### src/dtq_ram.sv
// dtq_ram: generic simple dual port ram, one write and one registered read port
// no dependencies
module dtq_ram #(
   parameter int WIDTH = 8,
   parameter int DEPTH = 16
) (
   input  logic                     clock,
   input  logic                     wr_en,
   input  logic [$clog2(DEPTH)-1:0] wr_addr,
   input  logic [WIDTH-1:0]         wr_data,
   input  logic                     rd_en,
   input  logic [$clog2(DEPTH)-1:0] rd_addr,
   output logic [WIDTH-1:0]         rd_data
);

   logic [WIDTH-1:0] mem [DEPTH];
   logic [WIDTH-1:0] rd_data_ff;

   always_ff @(posedge clock) begin
      if (wr_en) begin
         mem[wr_addr] <= wr_data;
      end
      if (rd_en) begin
         rd_data_ff <= mem[rd_addr];
      end
   end

   assign rd_data = rd_data_ff;

endmodule

### config.mk
export PLATFORM = sky130hd
export DESIGN_NAME = dtq_ram
export DESIGN_NICKNAME = d
export VERILOG_FILES = /design/src/dtq_ram.sv
export SDC_FILE = /design/constraint.sdc
export NUM_CORES = 1
export LEC_CHECK = 0
export BUFFER_PORTS_ARGS = -buffer_cell sky130_fd_sc_hd__buf_2
export CAP_MARGIN = 20
export CORE_ASPECT_RATIO = 1.5
export CORE_MARGIN = 4
export CORE_UTILIZATION = 40
export DETAILED_ROUTE_END_ITERATION = 16
export PLACE_DENSITY_LB_ADDON = 0.3
export SYNTH_ARGS = -nofsm -noshare
export SYNTH_HDL_FRONTEND = slang
export SYNTH_SLANG_ARGS = --single-unit
export TNS_END_PERCENT = 20
### constraint.sdc
create_clock -name clock -period 2.6 [get_ports clock]
set_input_delay 0.52 -clock clock [delete_from_list [all_inputs] [get_ports clock]]
set_output_delay 0.52 -clock clock [all_outputs]
set_load 0.01 [all_outputs]
==> metrics, run 1 <==
Syn. warnings=0; Total Routing Usage GR=between 10% and 20%; Worst setup EP type=flop; antenna violations before repair=0; vias in the first global route=approximately 2700; post-detail-place hpwl=approximately 6700 um; remaining routing DRC violations=0; largest net degree at the start of global routing=33; final-report setup violation count=0; LEAKAGE=between 2 and 2.5 nW; CP Max Fanout=11; chip height=148 um; Final period util=a little under 70%; fmax=around 560 MHz; Mapped Cells=about 230; antenna-violating nets left=0; Hold Path Class=in -> reg; Max-Cap Viols=0; Worst Tran Pin Value=just over 0.7 ns; Die Span X=approximately 100 um; antenna cell count=0; Post-Place Worst Slack=between 0.3 and 0.4 ns; CTS tree=done; Ports=27; Slew Limit Fails=0; Initial Utilization=about two fifths; CTS resizes=0; GPL Wtd Cong=between 0.7 and 0.8; worst skew pair latency=between 0.4 and 0.5 ns; via count=2440; max_slew headroom=between 50% and 60%; Setup Fix Bufs, Post-CTS=0; GRT overflow=0; area growth from synthesis to layout=20.5%; most common cell after layout, fill and taps aside=edfxtp_1; CP Data Arrival Time=between 1.5 and 2 ns; Synthesized Nets=between 200 and 250; Yosys reg bits=about 140; PortBufs=26; Setup Total Neg Slack=0 ns; CTS Hold Bufs=0; WHS=0.474 ns; CP Data Required Time=2.75 ns; CTS H-tree lvls=4; std cell rows=50; Placed Area=around 0.0056 mm2; CTS sink cnt=between 100 and 150; critical path startpoint category=primary input; mean post-synth cell area=around 23 um2; # nets final=302; layout cells sized above 1=~32%; pwr/cell area=842 mW/mm2; status=complete, no violations; CTS buffer count=17; Root Driver=clkbuf_16; Vias/cell=approximately 5.4; fin worst setup slack=approximately 0.83 ns; synth unique cells=18; fin crit period=1.77 ns; Crit Path Category=in -> reg; most frequent cells in the layout=edfxtp_1 (136), buf_2 (26), mux4_2 (18), clkbuf_16 (17); Worst-path clk slew=approximately 0.06 ns; Detailed Route WL=a little over 10000 um; RSZ-0062 raised after global routing=false; Longest Clk Path Bufs=2; first-pass GRT wire length=between 15000 and 20000 um; synthesized area=roughly 0.0052 mm2; DRT Pass-1 Iters=6; core area=0.0126 mm2; DR iter-0 viols=182; die area=around 0.015 mm2; WL per Instance=roughly 22 um; Worst VDD drop=0.486 mV; Finished Cell Area=0.00630 mm2; clock skew=between 0.005 and 0.006 ns; post-synthesis sequential area ratio=around four fifths; final hold violations=0; total power=about 5.3 mW
## per-layer routing
layer / wire (um) / part of all wire [%] / GRT usage, % / vias up
met5: 0 / 0 / 0 / -
met3: 588 / 5.8 / 3.73 / 10
met2: 5480 / 54 / 25.2 / 102
met1: 3910 / 39 / 18.2 / 1233
met4: 130 / 1.3 / 5.12 / 0
li1: - / - / - / 1095
## where the power goes
group          switching [mW]  internal (mW)  total [mW]
Clock                   0.890           1.70        2.59
Combinational           0.130         0.0985       0.228
Sequential             0.0118           2.47        2.48
Total                    1.03           4.27        5.30
## flip-flops by register name (all words and copies together), names as in the netlist
signal   flops
rd_data      8
mem        128
## path summary, 6_finish.rpt
path                            slack, ns        from  cells after the start         end
worst max-delay path                 0.83  rd_addr[0]                      5  rd_data[1]
worst min-delay path                 0.47       rd_en                      1  rd_data[2]
worst max register to register       1.14   mem[4][1]                      3  rd_data[1]
worst min register to register       0.74  mem[14][4]                      3  rd_data[4]
## area by class of cell
class	count	area (um2)
flip-flops and latches	136	4080
well taps	156	195
multi-input cells	83	1060
repair buffers	45	310
clock buffers	17	425
fillers	1045	6340
clock inverters	15	225
## critical path: stages
cell and delay [ns]:
buf_2 0.30, buf_12 0.20, mux4_1 0.55, a22oi_1 0.27, nand2_1 0.09
## Yosys cell counts
cell | number | area share [%]
nor2b_1 | 1 | 0.12
clkdlybuf4s25_2 | 3 | 0.57
mux4_2 | 18 | 7.8
and2_1 | 1 | 0.12
mux4_1 | 14 | 7.0
nand2b_1 | 2 | 0.24
nand3_1 | 1 | 0.096
nand3b_1 | 2 | 0.29
edfxtp_1 | 136 | 78
buf_4 | 1 | 0.14
or3b_2 | 1 | 0.17
nor2_1 | 13 | 0.93
nor3_1 | 4 | 0.38
buf_2 | 3 | 0.29
and2b_1 | 1 | 0.14
nand2_1 | 9 | 0.65
buf_6 | 3 | 0.65
a22oi_1 | 16 | 2.3
## logic make-up after synthesis
kind of cell	Yosys count	synth area share, %
DFF	136	78.1
muxes	32	14.8
buffers and inverters	10	1.65
AOI/OAI and AO/OA	16	2.30
and+or+nand+nor	35	3.14
## metrics by stage
stage,utilization (%),instances
after detailed placement,44.7,420
after global placement,44.7,420
final,49.8,452
after floorplan,-,229
after global routing,49.8,452
after CTS,49.8,452
Note: power is estimated with default switching activity, not from simulation.
==> run 2, diff against run 1 <==
--- a/config.mk
+++ b/config.mk
@@ -5,6 +5,7 @@
 export SDC_FILE = /design/constraint.sdc
 export NUM_CORES = 1
 export LEC_CHECK = 0
+export ABC_AREA = 1
 export BUFFER_PORTS_ARGS = -buffer_cell sky130_fd_sc_hd__buf_2
 export CAP_MARGIN = 20
 export CORE_ASPECT_RATIO = 1.5
==> constraint.sdc (replaced) <==
create_clock -name clock -period 1.65 [get_ports clock]
set_input_delay 0.33 -clock clock [delete_from_list [all_inputs] [get_ports clock]]
set_output_delay 0.33 -clock clock [all_outputs]
set_load 0.01 [all_outputs]
==> run 2 against run 1 <==
Worst setup slack worse by 0.50 ns. Synthesized area rose by 12%. Clock-buffer cell count grew 1. Power increased by 56%. Sequential power grew 58%. Global-route usage rose by 2.3 points. Design area is 9.3% higher. Critical path depth decreased by 4. First-iteration DRC count up 46%. Critical path type is now reg -> out. Critical endpoint is now rd_data[5]. Highest routed layer unchanged.
==> metrics, run 2 <==
status=complete, no violations; CP Max Fanout=1; largest net degree at the start of global routing=between 60 and 70; layout cells sized above 1=13.0%; WL per Instance=16.6 um; fin worst setup slack=between 0.3 and 0.4 ns; post-detail-place hpwl=8490 um; PortBufs=26; most numerous cell in the Yosys netlist=nand2_1; asr flop ratio synth=0%; CTS buffer count=17; worst-path cell chain=buf_2; total power=~8.3 mW; GPL Wtd Cong=around 0.91; antenna cell count=0; Slew Limit Fails=0; antenna-violating nets left=0; Vias/cell=4.86; Post-Place Worst Slack=about 0.054 ns; top_reg_cell synth=edfxtp_1; commonest cells in the netlist=nand2_1 (173), edfxtp_1 (136), inv_1 (100); Detailed Route WL=about 13000 um; remaining routing DRC violations=0; first-pass GRT wire length=approximately 21000 um; WHS=approximately 0.27 ns; Worst setup EP type=primary output; most flop-heavy register=mem; max reg flops=between 100 and 150; fin crit period=1.32 ns; Yosys reg bits=approximately 140; Slowest-stage cell, CP=edfxtp_1; CTS tree=done; utilization after layout=about half; pwr/cell area=~1200 mW/mm2; DR iter-0 viols=~270; Ports=27; most common cell after layout, fill and taps aside=nand2_1; die area=0.0167 mm2; Crit Path Category=reg -> out; fmax=755 MHz; Max-Cap Viols=0; Yosys top cell by area=edfxtp_1; CP Data Required Time=roughly 1.3 ns; antenna violations before repair=0; synthesized area=0.00585 mm2; std cell rows=53; Hold Path Class=in -> reg; CP Data Arrival Time=between 0.9 and 1 ns; Worst Tran Pin Value=0.597 ns; Setup Fix Bufs, Post-CTS=0; Setup Total Neg Slack=0 ns; GRT overflow=0; max incr delay on CP=0.41 ns; Synthesized Nets=570; top cells by area, synth=edfxtp_1 (70%), nand2_1 (11%), nand3_1 (8.3%); chip height=156 um; max_slew headroom=between 60 and 70%; final-report setup violation count=0; Buffers & Inverters on Critical Path=1; Crit path max-delay family=flip-flops; via count=~4000; Final period util=about four fifths; synth unique cells=11; most frequent cells in the layout=nand2_1 (173), edfxtp_1 (136), inv_1 (100), nand3_1 (97), buf_2 (26); Initial Utilization=between 40% and 50%; Root Driver=clkbuf_16; Die Span X=about 110 um; RSZ-0062 raised after global routing=false; post-synthesis sequential area ratio=a little over two thirds; CTS H-tree lvls=4; mean post-synth cell area=approximately 11 um2; worst skew pair latency=0.42 ns; CTS Hold Bufs=0; Total Routing Usage GR=between 10% and 20%; EDFF count, synth=between 100 and 150; Synth top area share=between 60% and 70%; CTS sink cnt=between 100 and 150; Longest Clk Path Bufs=2; Mapped Cells=roughly 550; Worst VDD drop=between 0.6 and 0.7 mV; area growth from synthesis to layout=17.7%; vias in the first global route=between 3000 and 4000; core area=between 0.01 and 0.015 mm2; Syn. warnings=0; CTS resizes=0; LEAKAGE=about 3.0 nW; DRT Pass-1 Iters=5; critical path startpoint category=flop; Worst-path clk slew=about 0.060 ns; final hold violations=0; clock skew=around 0.0061 ns; # nets final=just over 600
-- run 2: cell count changes after synthesis, moves of 10 or more --
cell,delta
a22oi_1,-16
buf_2,+10
inv_1,+100
mux4_1,-14
mux4_2,-18
nand2_1,+164
nand3_1,+96
-- run 2: routing by layer --
metal  track usage [%]  wire [um]
met1              20.0       5230
met2              28.6       6750
met3              4.27        735
met4              9.38        544
met5                 0          0
-- run 2: path summary, 6_finish.rpt --
| path | start | endpoint | slack, ns | depth (start not counted) |
|---|---|---|---|---|
| worst max register to register | mem[5][0] | rd_data[0] | 0.49 | 6 |
| worst max-delay path | rd_data[5] | rd_data[5] | 0.33 | 1 |
| worst min register to register | mem[10][6] | rd_data[6] | 0.74 | 6 |
| worst min-delay path | rd_en | rd_data[6] | 0.27 | 1 |
-- run 2: kinds of logic after synthesis --
kind of cell           count (synthesis)  synth area share, %
AND/OR/NAND/NOR                      289                 20.8
flip-flops                           136                 69.8
buffers and inverters                126                 9.39
-- run 2: area by class of cell --
class,count,area [um2]
Clock buffer,18,429
Clock inverter,14,180
Fill cell,1325,7310
Inverter,102,383
Multi-Input combinational cell,289,1210
Sequential cell,136,4080
Tap cell,192,240
Timing Repair Buffer,49,353
-- run 2: stage by stage --
step                      cells  cell area, um2
after detailed placement    768            6270
after floorplan             551            5850
after CTS                   800            6880
after global placement      768            6270
final                       800            6880
after global routing        800            6880
-- run 2: power breakdown --
part / internal, mW / leakage, nW / switching (mW)
clock: 2.51 / 0.297 / 1.37
combinational: 0.147 / 1.43 / 0.338
sequential: 3.89 / 1.24 / 0.0221
